===== config.mk =====
export PLATFORM = sky130hd
export DESIGN_NAME = signed_number_segment_display_writer
export DESIGN_NICKNAME = d
export VERILOG_FILES = /design/src/hw/rtl/snsd_pkg.sv /design/src/hw/rtl/signed_number_segment_display_writer.sv /design/src/hw/rtl/snsd_dabble.sv /design/src/hw/rtl/snsd_sequencer.sv
export SDC_FILE = /design/constraint.sdc
export NUM_CORES = 1
export LEC_CHECK = 0
export BUFFER_PORTS_ARGS = -buffer_cell sky130_fd_sc_hd__buf_2
export CAP_MARGIN = 25
export CORE_ASPECT_RATIO = 1.4
export CORE_MARGIN = 4
export CORE_UTILIZATION = 29
export DETAILED_ROUTE_END_ITERATION = 10
export HOLD_SLACK_MARGIN = 0.15
export SLEW_MARGIN = 0
export SYNTH_ARGS = -nofsm -noshare
export SYNTH_HDL_FRONTEND = slang
export SYNTH_SLANG_ARGS = --single-unit

===== constraint.sdc =====
create_clock -name clk -period 2.6 [get_ports clk]
set_input_delay 0.52 -clock clk [delete_from_list [all_inputs] [get_ports clk]]
set_output_delay 0.52 -clock clk [all_outputs]
set_load 0.005 [all_outputs]

===== src/hw/rtl/snsd_pkg.sv =====
// Shared types, constants, segment tables and microcode for the segment display writer.
package snsd_pkg;

  localparam int MAX_DIGITS_DEF  = 6;
  localparam int CLEAR_FIRST_DEF = 2;
  localparam int CLEAR_END_DEF   = 20;

  localparam int ADDR_W     = 5;
  localparam int DATA_W     = 8;
  localparam int VALUE_W    = 32;
  localparam int NUM_SLOTS  = 6;
  localparam int CFG_IDX_W  = 3;
  localparam int BCD_DIGITS = 6;
  localparam int BCD_W      = 4 * BCD_DIGITS;
  // 999999 fits in 20 bits: enough for any displayable magnitude
  localparam int BIN_W      = 20;
  localparam int DIGIT_IDX_W = $clog2(BCD_DIGITS);

  localparam logic [DATA_W-1:0] SIGN_BITS  = 8'h04;
  localparam logic [DATA_W-1:0] CLEAR_BYTE = 8'h00;
  localparam logic [2:0]        INF_LAST   = 3'd5;

  // Configuration register indexes
  localparam logic [CFG_IDX_W-1:0] REG_SLOT1 = 3'd0;
  localparam logic [CFG_IDX_W-1:0] REG_SLOT2 = 3'd1;
  localparam logic [CFG_IDX_W-1:0] REG_SLOT3 = 3'd2;
  localparam logic [CFG_IDX_W-1:0] REG_SLOT4 = 3'd3;
  localparam logic [CFG_IDX_W-1:0] REG_SLOT5 = 3'd4;
  localparam logic [CFG_IDX_W-1:0] REG_SLOT6 = 3'd5;
  localparam logic [CFG_IDX_W-1:0] REG_COUNT = 3'd6;

  typedef logic [NUM_SLOTS-1:0][ADDR_W-1:0] slot_arr_t;

  typedef struct packed {
    logic             done;
    logic [BCD_W-1:0] bcd;
  } bcd_res_t;

  typedef enum logic [2:0] {
    UPC_WAIT, UPC_CLEAR, UPC_SIGN, UPC_DECIDE, UPC_DIGIT, UPC_INF
  } upc_t;

  typedef enum logic [2:0] {
    OP_WAIT, OP_CLEAR, OP_SIGN, OP_DECIDE, OP_DIGIT, OP_INF
  } op_t;

  typedef struct packed {
    op_t  op;
    upc_t nxt;
    upc_t jmp;
  } uword_t;

  function automatic uword_t ucode(upc_t pc);
    uword_t w;
    case (pc)
      UPC_WAIT:   w = '{op: OP_WAIT,   nxt: UPC_CLEAR,  jmp: UPC_WAIT};
      UPC_CLEAR:  w = '{op: OP_CLEAR,  nxt: UPC_SIGN,   jmp: UPC_WAIT};
      UPC_SIGN:   w = '{op: OP_SIGN,   nxt: UPC_DECIDE, jmp: UPC_WAIT};
      UPC_DECIDE: w = '{op: OP_DECIDE, nxt: UPC_DIGIT,  jmp: UPC_INF};
      UPC_DIGIT:  w = '{op: OP_DIGIT,  nxt: UPC_WAIT,   jmp: UPC_WAIT};
      UPC_INF:    w = '{op: OP_INF,    nxt: UPC_WAIT,   jmp: UPC_WAIT};
      default:    w = '{op: OP_WAIT,   nxt: UPC_WAIT,   jmp: UPC_WAIT};
    endcase
    return w;
  endfunction

  function automatic logic [ADDR_W-1:0] slot_reset(logic [CFG_IDX_W-1:0] idx);
    logic [ADDR_W-1:0] a;
    case (idx)
      REG_SLOT1: a = 5'd4;
      REG_SLOT2: a = 5'd6;
      REG_SLOT3: a = 5'd8;
      REG_SLOT4: a = 5'd10;
      REG_SLOT5: a = 5'd2;
      REG_SLOT6: a = 5'd18;
      default:   a = 5'd0;
    endcase
    return a;
  endfunction

  function automatic logic [DATA_W-1:0] seg_digit(logic [3:0] d);
    logic [DATA_W-1:0] s;
    case (d)
      4'd0:    s = 8'hFC;
      4'd1:    s = 8'h60;
      4'd2:    s = 8'hDB;
      4'd3:    s = 8'hF3;
      4'd4:    s = 8'h67;
      4'd5:    s = 8'hB7;
      4'd6:    s = 8'hBF;
      4'd7:    s = 8'hE4;
      4'd8:    s = 8'hFF;
      4'd9:    s = 8'hF7;
      default: s = 8'h00;
    endcase
    return s;
  endfunction

  // I, N, F as two bytes each, in write order
  function automatic logic [DATA_W-1:0] inf_byte(logic [2:0] k);
    logic [DATA_W-1:0] s;
    case (k)
      3'd0:    s = 8'h90;
      3'd1:    s = 8'h50;
      3'd2:    s = 8'h6C;
      3'd3:    s = 8'h82;
      3'd4:    s = 8'h8F;
      default: s = 8'h00;
    endcase
    return s;
  endfunction

endpackage


===== src/hw/rtl/signed_number_segment_display_writer.sv =====
// Top level of the signed number segment display writer.
// The first write beat passes the step counter and the output register after a value is accepted.
// One value at a time; the clear run and the sign step overlap the serial BCD conversion.
// Reset: synchronous, active high; slot addresses return to 4, 6, 8, 10, 2, 18.
module signed_number_segment_display_writer
  import snsd_pkg::*;
#(
  parameter int MAX_DIGITS  = MAX_DIGITS_DEF,
  parameter int CLEAR_FIRST = CLEAR_FIRST_DEF,
  parameter int CLEAR_END   = CLEAR_END_DEF
) (
  input  logic                      clk,
  input  logic                      rst,
  // configuration write channel
  input  logic                      cfg_valid,
  output logic                      cfg_ready,
  input  logic [CFG_IDX_W-1:0]      cfg_index,
  input  logic [ADDR_W-1:0]         cfg_data,
  // value channel
  input  logic                      item_valid,
  output logic                      item_stall,
  input  logic signed [VALUE_W-1:0] value,
  // display memory write channel
  output logic                      wr_valid,
  input  logic                      wr_stall,
  output logic [ADDR_W-1:0]         mem_address,
  output logic [DATA_W-1:0]         mem_data,
  output logic                      last_write
);

  slot_arr_t slot;

  // Writes always land: the user must change configuration only while idle; the block does not enforce it
  assign cfg_ready = 1'b1;

  // Slot address registers; drop writes to unknown indexes
  always_ff @(posedge clk) begin
    if (rst) begin
      for (int i = 0; i < NUM_SLOTS; i++) begin
        slot[i] <= slot_reset(CFG_IDX_W'(i));
      end
    end else if (cfg_valid && cfg_ready && cfg_index < REG_COUNT) begin
      slot[cfg_index] <= cfg_data;
    end
  end

  // Sequencer runs the write program: clears, sign, then digits or INF
  snsd_sequencer #(
    .MAX_DIGITS  (MAX_DIGITS),
    .CLEAR_FIRST (CLEAR_FIRST),
    .CLEAR_END   (CLEAR_END)
  ) u_seq (
    .clk         (clk),
    .rst         (rst),
    .slot        (slot),
    .item_valid  (item_valid),
    .item_stall  (item_stall),
    .value       (value),
    .wr_valid    (wr_valid),
    .wr_stall    (wr_stall),
    .mem_address (mem_address),
    .mem_data    (mem_data),
    .last_write  (last_write)
  );

`ifndef SYNTH
  // One value at a time: after an accepted beat the input side must close
  a_one_in_flight: assert property (@(posedge clk) disable iff (rst)
    item_valid && !item_stall |=> item_stall)
    else $error("value accepted while previous sequence still running");

  // When ready for a new value, only the closing beat may still wait
  a_idle_only_last: assert property (@(posedge clk) disable iff (rst)
    !item_stall && wr_valid |-> last_write)
    else $error("idle with a non-final write still pending");

  // A non-final beat taken means more of the sequence follows: either the
  // program is still running or the closing beat was loaded on that edge
  a_more_follows: assert property (@(posedge clk) disable iff (rst)
    wr_valid && !wr_stall && !last_write |=> item_stall || wr_valid)
    else $error("sequence ended without a final write");
`endif

endmodule


===== src/hw/rtl/snsd_dabble.sv =====
// Bit-serial shift-and-add-3 binary to BCD converter.
module snsd_dabble
  import snsd_pkg::*;
(
  input  logic             clk,
  input  logic             rst,
  input  logic             start,
  input  logic [BIN_W-1:0] bin_in,
  output bcd_res_t         res
);

  localparam int CNT_W = $clog2(BIN_W + 1);

  logic [BIN_W-1:0] bin;
  logic [BCD_W-1:0] bcd;
  logic [BCD_W-1:0] adj;
  logic [CNT_W-1:0] cnt;
  logic             busy;

  always_comb begin
    for (int i = 0; i < BCD_DIGITS; i++) begin
      adj[4*i +: 4] = (bcd[4*i +: 4] >= 4'd5) ? bcd[4*i +: 4] + 4'd3 : bcd[4*i +: 4];
    end
  end

  always_ff @(posedge clk) begin
    if (rst) begin
      busy <= 1'b0;
    end else if (start) begin
      busy <= 1'b1;
    end else if (busy && cnt == CNT_W'(1)) begin
      busy <= 1'b0;
    end
  end

  always_ff @(posedge clk) begin
    if (start) begin
      bin <= bin_in;
      bcd <= '0;
      cnt <= CNT_W'(BIN_W);
    end else if (busy) begin
      bcd <= {adj[BCD_W-2:0], bin[BIN_W-1]};
      bin <= {bin[BIN_W-2:0], 1'b0};
      cnt <= cnt - CNT_W'(1);
    end
  end

  assign res.done = !busy;
  assign res.bcd  = bcd;

endmodule


===== src/hw/rtl/snsd_sequencer.sv =====
// Microcoded sequencer: step counter, control ROM, datapath and output register.
module snsd_sequencer
  import snsd_pkg::*;
#(
  parameter int MAX_DIGITS  = MAX_DIGITS_DEF,
  parameter int CLEAR_FIRST = CLEAR_FIRST_DEF,
  parameter int CLEAR_END   = CLEAR_END_DEF
) (
  input  logic                      clk,
  input  logic                      rst,
  input  slot_arr_t                 slot,
  input  logic                      item_valid,
  output logic                      item_stall,
  input  logic signed [VALUE_W-1:0] value,
  output logic                      wr_valid,
  input  logic                      wr_stall,
  output logic [ADDR_W-1:0]         mem_address,
  output logic [DATA_W-1:0]         mem_data,
  output logic                      last_write
);

  localparam logic [VALUE_W-1:0] LIMIT     = VALUE_W'(10 ** MAX_DIGITS);
  localparam logic [ADDR_W-1:0]  CLR_FIRST = ADDR_W'(CLEAR_FIRST);
  localparam logic [ADDR_W-1:0]  CLR_END   = ADDR_W'(CLEAR_END);
  localparam logic [ADDR_W-1:0]  CLR_LAST  = ADDR_W'(CLEAR_END - 1);

  upc_t               pc, pc_next;
  uword_t             uw;
  logic [ADDR_W-1:0]  cnt, cnt_next;
  logic [VALUE_W-1:0] mag, mag_next;
  logic               neg, neg_next;
  logic [BCD_W-1:0]   dig, dig_next;
  logic [DIGIT_IDX_W-1:0] lenm1;
  logic               accept;
  logic               can_emit;
  logic               emit;
  logic [ADDR_W-1:0]  e_addr;
  logic [DATA_W-1:0]  e_data;
  logic               e_last;
  bcd_res_t           res;

  snsd_dabble u_dabble (
    .clk    (clk),
    .rst    (rst),
    .start  (accept),
    .bin_in (mag_next[BIN_W-1:0]),
    .res    (res)
  );

  // Index of the highest nonzero digit; zero still shows one digit
  always_comb begin
    lenm1 = '0;
    for (int i = 1; i < BCD_DIGITS; i++) begin
      if (res.bcd[4*i +: 4] != 4'd0) begin
        lenm1 = DIGIT_IDX_W'(i);
      end
    end
  end

  assign uw         = ucode(pc);
  assign can_emit   = !wr_valid || !wr_stall;
  assign item_stall = (uw.op != OP_WAIT);

  always_comb begin
    pc_next  = pc;
    cnt_next = cnt;
    mag_next = mag;
    neg_next = neg;
    dig_next = dig;
    accept   = 1'b0;
    emit     = 1'b0;
    e_addr   = '0;
    e_data   = CLEAR_BYTE;
    e_last   = 1'b0;
    case (uw.op)
      OP_WAIT: begin
        if (item_valid) begin
          accept   = 1'b1;
          neg_next = value[VALUE_W-1];
          mag_next = value[VALUE_W-1] ? (~$unsigned(value)) + VALUE_W'(1) : $unsigned(value);
          cnt_next = CLR_FIRST;
          pc_next  = uw.nxt;
        end
      end
      OP_CLEAR: begin
        if (cnt < CLR_END) begin
          emit   = 1'b1;
          e_addr = cnt;
          if (can_emit) begin
            cnt_next = cnt + ADDR_W'(1);
            if (cnt >= CLR_LAST) begin
              pc_next = uw.nxt;
            end
          end
        end else begin
          pc_next = uw.nxt;
        end
      end
      OP_SIGN: begin
        if (neg) begin
          emit   = 1'b1;
          e_addr = slot[REG_SLOT1] + ADDR_W'(1);
          e_data = SIGN_BITS;
          if (can_emit) begin
            pc_next = uw.nxt;
          end
        end else begin
          pc_next = uw.nxt;
        end
      end
      OP_DECIDE: begin
        if (res.done) begin
          dig_next = res.bcd;
          if (mag >= LIMIT) begin
            cnt_next = '0;
            pc_next  = uw.jmp;
          end else begin
            cnt_next = ADDR_W'(lenm1);
            pc_next  = uw.nxt;
          end
        end
      end
      OP_DIGIT: begin
        emit   = 1'b1;
        e_addr = slot[cnt[DIGIT_IDX_W-1:0]];
        e_data = seg_digit(dig[3:0]);
        e_last = (cnt == '0);
        if (can_emit) begin
          dig_next = {4'd0, dig[BCD_W-1:4]};
          if (cnt == '0) begin
            pc_next = uw.nxt;
          end else begin
            cnt_next = cnt - ADDR_W'(1);
          end
        end
      end
      OP_INF: begin
        emit   = 1'b1;
        e_addr = slot[{1'b0, cnt[2:1]}] + ADDR_W'(cnt[0]);
        e_data = inf_byte(cnt[2:0]);
        e_last = (cnt[2:0] == INF_LAST);
        if (can_emit) begin
          if (cnt[2:0] == INF_LAST) begin
            pc_next = uw.nxt;
          end else begin
            cnt_next = cnt + ADDR_W'(1);
          end
        end
      end
      default: begin
        pc_next = UPC_WAIT;
      end
    endcase
  end

  always_ff @(posedge clk) begin
    if (rst) begin
      pc <= UPC_WAIT;
    end else begin
      pc <= pc_next;
    end
  end

  always_ff @(posedge clk) begin
    cnt <= cnt_next;
    mag <= mag_next;
    neg <= neg_next;
    dig <= dig_next;
  end

  // Output register: hold a beat until taken, refill in the same cycle
  always_ff @(posedge clk) begin
    if (rst) begin
      wr_valid <= 1'b0;
    end else if (emit && can_emit) begin
      wr_valid <= 1'b1;
    end else if (!wr_stall) begin
      wr_valid <= 1'b0;
    end
  end

  always_ff @(posedge clk) begin
    if (emit && can_emit) begin
      mem_address <= e_addr;
      mem_data    <= e_data;
      last_write  <= e_last;
    end
  end

endmodule


==> After elaboration in Yosys (flattened, before gate mapping) <==
Memories as Yosys holds them, arrays and structs flattened. A register that Yosys moved wholly into a read port is not among the register bits.
Index checks and enable logic that the tools add are counted.
{ "totals": {"reg_bits": 160, "latchBits": 0, "ram_bits": 0, "rom_bits": 128, "in_bits": 45, "output_inout_bits": 17, "n_memories": 1} }
{ "op_classes": {"addsub": 12, "mul": 0, "div": 0, "n_lt_le_gt_ge": 14, "eq_ne": 30, "n_shift": 0, "mux": 67, "bitwise": 1, "n_reduce_logical": 26} }
{ "mem_list": {"columns": ["memory", "words", "width", "rd", "rd_clocked_by_memory_dff", "write_ports", "line", "rtl"], "rows": [
  ["(no name shown)", 16, 8, 1, 1, 0, "snsd_pkg.sv:83", "case (d)"]
]} }
{ "ops": {"columns": ["operator", "n"], "rows": [
  ["20-bit two-way mux", 4],
  ["5-bit two-way mux", 13],
  ["9-bit one-hot mux with 6 select lines", 1],
  ["3-bit two-way mux", 17],
  ["24-bit two-way mux", 2],
  ["24-bit one-hot mux with 2 select lines", 1],
  ["8-bit one-hot mux with 5 select lines", 1],
  ["32-bit by 1-bit adder with 32-bit output, second input constant", 1],
  ["32-bit by 20-bit >= comparator with 1-bit output, second input constant", 1],
  ["32-bit NOT", 1],
  ["31-bit two-way mux", 1],
  ["30-bit bitwise mux", 1],
  ["5-bit one-hot mux with 5 select lines", 1],
  ["4-bit by 3-bit >= comparator with 1-bit output, second input constant", 6],
  ["4-bit two-way mux", 6],
  ["8-bit one-hot mux with 3 select lines", 1],
  ["4-bit by 2-bit adder with 4-bit output, second input constant", 5],
  ["5-bit one-hot mux with 4 select lines", 1],
  ["4-bit nonzero test", 5],
  ["3-bit by 2-bit == test with 1-bit output, second input constant", 6],
  ["3-bit == test, second input constant", 6],
  ["3-bit one-hot mux with 6 select lines", 1],
  ["9-bit AND reduction", 2],
  ["5-bit binary-select mux with 3-bit select", 1],
  ["other kinds (33)", 65]
]} }

==> Depth between registers and ports, before layout <==
{ "logic_depth": {"word_depth": 9, "mapped_depth": 10, "depth_no_buf": 7} }

==> Cells and area by module <==
From an unflattened synthesis, not the netlist that was laid out.
{ "hier_totals": {"cells_unflattened": 851, "area_unflattened_um2": 8789.7} }
{ "modules_own_cells": {"columns": ["module", "instances", "cells_per_inst", "area_each_um2", "seq_area_each_um2"], "rows": [
  ["snsd_sequencer", 1, 490, 5026.1, 2302.2],
  ["snsd_dabble", 1, 245, 2522.4, 1201.2],
  ["signed_number_segment_display_writer", 1, 116, 1241.2, 600.6]
]} }

==> Least setup slack after synthesis <==
OpenSTA, ideal clock, no wires.
{ "synth_timing": {"path_type": "reg-to-reg", "from": "register u_seq.cnt[1]", "to": "register u_seq.mem_address[1] (data pin)", "setup_ps": 265, "arrival_time_ps": 2504, "required_ps": 2335, "setup_slack_ps": -169, "path_stages_with_launch": 9, "n_path_buf": 3, "synth_period_minus_slack_ps": 2769, "cell_sequence": "edfxtp_1 -> clkbuf_1 -> buf_1 -> buf_2 -> mux4_2 -> ha_1 -> ha_1 -> a222oi_1 -> nand2_1"} }
{ "synth_via": {"elab_chain_cells": 4} }
{ "synth_rtl": {"columns": ["element", "line", "rtl"], "rows": [
  ["start, declared", "snsd_sequencer.sv:29", "logic [ADDR_W-1:0] cnt, cnt_next;"],
  ["start signal, assigned", "snsd_sequencer.sv:165", "cnt <= cnt_next;"],
  ["5-bit binary-select mux with 2-bit select", "snsd_sequencer.sv:139", "e_addr = slot[{1'b0, cnt[2:1]}] + ADDR_W'(cnt[0]);"],
  ["5-bit two-way mux (implied by the code)", "snsd_sequencer.sv:139", null],
  ["5-bit by 1-bit adder with 5-bit output", "snsd_sequencer.sv:139", null],
  ["5-bit one-hot mux with 4 select lines (*)", "snsd_sequencer.sv:75", "case (uw.op)"],
  ["end signal, assigned", "snsd_sequencer.sv:184", "mem_address <= e_addr;"],
  ["end, declared", "snsd_sequencer.sv:17", "output logic [ADDR_W-1:0] mem_address,"]
]} }
Every way passes the cells marked *; elsewhere a longest branch is shown, timed or not. The select of a mux whose other input is x is not followed.
A chain may end at the register's enable or synchronous reset.

==> reports/results.tsv <==
stage	metric	value	unit
setup_path	critical path class	reg -> reg	
setup_path	crit end category	flip-flop	
detailed_routing	average wire per standard cell	13.9	µm
clocking	CTS tree	built	
clocking	number of hold buffers added after CTS	0	
detailed_routing	antenna-violating nets left	0	
setup_path	CP required	2950	ps
final_layout	# fillers	2923	
yosys	synth unique cells	66	
worst_hold_path	Hold WC Path Type	in -> reg	
power_and_ir_drop	combinational share of power	34.1	%
sta	Hold Vio Cnt, Final	0	
floorplanning	Row Count	73	
clocking	H-tree depth	4	
global_routing	largest net degree at the start of global routing	40	
setup_path	Crit path arrival time	2590	ps
global_routing	first-pass GRT wire length	29300	µm
placement	DP Wirelength	13000	µm
yosys	top post-synthesis cells by area	edfxtp_1 (27%), dfxtp_1 (20%), mux2i_1 (6.7%), ha_1 (4.5%), nand2_1 (3.7%)	
yosys	post-synth top area share	27.2	%
detailed_routing	aggregate routed wire length	17600	µm
placement	routability congestion estimate	0.825	
yosys	Post-Syn Area	8390	µm²
placement	dpl cell area	9230	µm²
run_status	status	completed	
detailed_routing	Pre-antenna DRT Iters	5	
floorplanning	core footprint	28500	µm²
power_and_ir_drop	Internal	6600	µW
yosys	Net Count, Synth	889	
sta	Period minus WS final	2250	ps
power_and_ir_drop	NetSw	3330	µW
run	Max Cap Viol	0	
global_routing	aggregate global routing overflow	0	
final_layout	Finished Layout Cells	1269	
sta	FMAX	0.445	GHz
yosys	syn avg cell area	10.3	µm²
clocking	Sink Count	161	
sta	Pins Over Slew Limit	0	
sta	Setup Viol. Count Final	0	
final_layout	Multi-input gate area	4110	µm²
final_layout	ant diodes	0	
floorplanning	I/O Pins	62	
detailed_routing	total number of vias	6085	
sta	setup TNS	0	ps
sta	relative slew slack	58.2	%
sta	Tightest Pin Transition	623	ps
sta	RSZ-0062 raised after global routing	false	
clocking	post_cts resized	0	
power_and_ir_drop	Pwr Total	9940	µW
power_and_ir_drop	sequential power share	40.5	%
sta	Setup Skew	12.1	ps
clocking	Clock Path Buffers	2	
yosys	Yosys reg bits	161	
setup_path	critical path peak fanout	11	
clocking	post-CTS setup buffers	0	
final_layout	Finished Cell Area	9820	µm²
placement	port bufs	60	
power_and_ir_drop	Max VDD drop	0.579	mV
yosys	leading area contributor after synthesis	edfxtp_1	
yosys	ys flop type	dfxtp_1	
detailed_routing	DRC Markers	0	
clocking	Worst-Skew Late Latency	430	ps
floorplanning	die area	31700	µm²
power_and_ir_drop	Pleak	0.00371	µW
final_layout	Layout area overhead	17.1	%
setup_path	FF-to-FF setup slack	350	ps
final_layout	Layout Nets	957	
yosys	sequential area share after synthesis	47.5	%
setup_path	CP startpoint kind	flip-flop	
clocking	Num CTS Buffers	17	
detailed_routing	DRT iter0 DRCs	262	
final_layout	layout cells sized above 1	18.3	%
power_and_ir_drop	Pwr per Cell Area	1010	nW/µm²
power_and_ir_drop	clock group share of total power	25.4	%
yosys	number of synthesized flops with an enable pin	76	
yosys	Synth Warn #	0	
global_routing	gr usage total	11.4	%
global_routing	vias in the first global route	5918	
floorplanning	Starting Density	29.4	%
sta	fin crit share	86.4	%
floorplanning	Die H	209	µm
placement	Inst Count DP	1237	
global_routing	initial antenna violation count	0	
final_layout	Reg area	3980	µm²
detailed_routing	Vias/cell	4.80	
clocking	clock transition at the registers of the reported paths	60	ps
yosys	ys async rst share	0	%
power_and_ir_drop	Switching Share	33.5	%
yosys	Post-Syn Instances	813	
final_layout	fin util	34.5	%
floorplanning	Die W	152	µm
clocking	CTS Root Cell	clkbuf_16	
==> final timing paths <==
path | startpoint | to | cells after the start
max | u_seq.pc[2] | flip-flop | 8
max reg2reg | u_seq.pc[2] | flip-flop | 8
min reg2reg | u_seq.mag[14] | u_seq.mag[14] | 2
min | value[21] | u_seq.mag[21] | 2
==> sequential cells by signal (all words and copies together) (netlist names), named ones only <==
register,flops
slot,30
u_seq.cnt,5
u_seq.dig,24
u_seq.last_write,1
u_seq.mag,26
u_seq.mem_address,5
u_seq.mem_data,8
u_seq.neg,1
u_seq.pc,3
u_seq.u_dabble.bcd,24
u_seq.u_dabble.bin,20
u_seq.u_dabble.busy,1
u_seq.u_dabble.cnt,5
u_seq.wr_valid,1
==> power groups by stage <==
stage,Clock [µW],Sequential (µW),Combinational [µW]
after global routing,2700,4130,3880
after floorplan,0,3950,2530
after global placement,0,4070,3360
after detailed placement,0,4090,3410
after CTS,2580,4040,3440
final,2520,4030,3390
==> critical path, cell delays in order (launching register included) <==
cell and delay (ps):
dfxtp_1 350, nor3b_2 260, buf_4 230, mux2_2 360, mux2i_1 190, inv_1 90, ha_1 320, mux2_2 260
o21ai_0 130
==> per-layer routing <==
| metal | GRT usage [%] | part of all wire [%] | wire [µm] |
|---|---|---|---|
| met4 | 3.91 | 1.6 | 287 |
| met1 | 13.8 | 44 | 7680 |
| met3 | 2.41 | 3.8 | 673 |
| met2 | 20.0 | 51 | 8940 |
| met5 | 0 | 0 | 0 |
==> stage by stage <==
| step | setup WS, ps | hold slack, ps |
|---|---|---|
| CTS | 336 | 380 |
| finish | 354 | 393 |
| detailed placement | 136 | 438 |
| global route | 123 | 387 |
| global placement | 148 | 432 |
| floorplan | 65.3 | 422 |
==> layout make-up <==
| type | instances | share of cell area (%) |
|---|---|---|
| tap | 375 | 4.78 |
| multi-input combinational | 578 | 41.9 |
| inverter | 32 | 1.22 |
| sequential | 161 | 40.6 |
| timing repair buffer | 91 | 5.55 |
| clock buffer | 18 | 4.37 |
| clock inverter | 14 | 1.67 |
==> logic make-up after synthesis <==
logic type | share of synthesized area [%]
and+or+nand+nor | 14.4
DFF | 47.5
AOI/OAI and AO/OA | 12.3
muxes | 12.2
buffers and inverters | 3.54
xor gates and xnor gates | 5.33
adders and majority gates | 4.71
other | 0.0447
==> cells in the mapped netlist, types with 14 or more instances <==
| master | n |
|---|---|
| nand2_1 | 82 |
| o21ai_0 | 47 |
| o21a_1 | 15 |
| dfxtp_1 | 85 |
| clkbuf_1 | 27 |
| mux2i_1 | 56 |
| a21oi_1 | 33 |
| edfxtp_1 | 76 |
| nor3_1 | 14 |
| xnor2_1 | 28 |
| xor2_1 | 23 |
| inv_1 | 31 |
| mux2_2 | 21 |
| nor2_1 | 71 |
| nand3_1 | 21 |
| ha_1 | 30 |
==> cell usage in the layout (no fill, tap or decap), types with 4 or more instances in the layout <==
master	synthesis	layout
dfxtp_1	85	85
nand2_1	82	82
edfxtp_1	76	76
nor2_1	71	71
buf_2	9	60
mux2i_1	56	56
o21ai_0	47	47
a21oi_1	33	33
inv_1	31	30
ha_1	30	30
buf_4	2	30
xnor2_1	28	28
xor2_1	23	23
mux2_2	21	21
nand3_1	21	21
clkbuf_16	0	17
o21a_1	15	15
nor3_1	14	14
nand2b_1	13	13
nor3b_1	11	10
o41ai_1	10	10
mux4_2	9	9
nor4_1	7	7
a211oi_1	7	7
nor2b_1	6	6
or4_1	5	5
a21o_1	5	5
a31oi_1	5	5
or2_2	4	4
o31ai_1	4	4
o22ai_1	4	4
a222oi_1	4	4
Note: power is estimated with default switching activity, not from simulation.
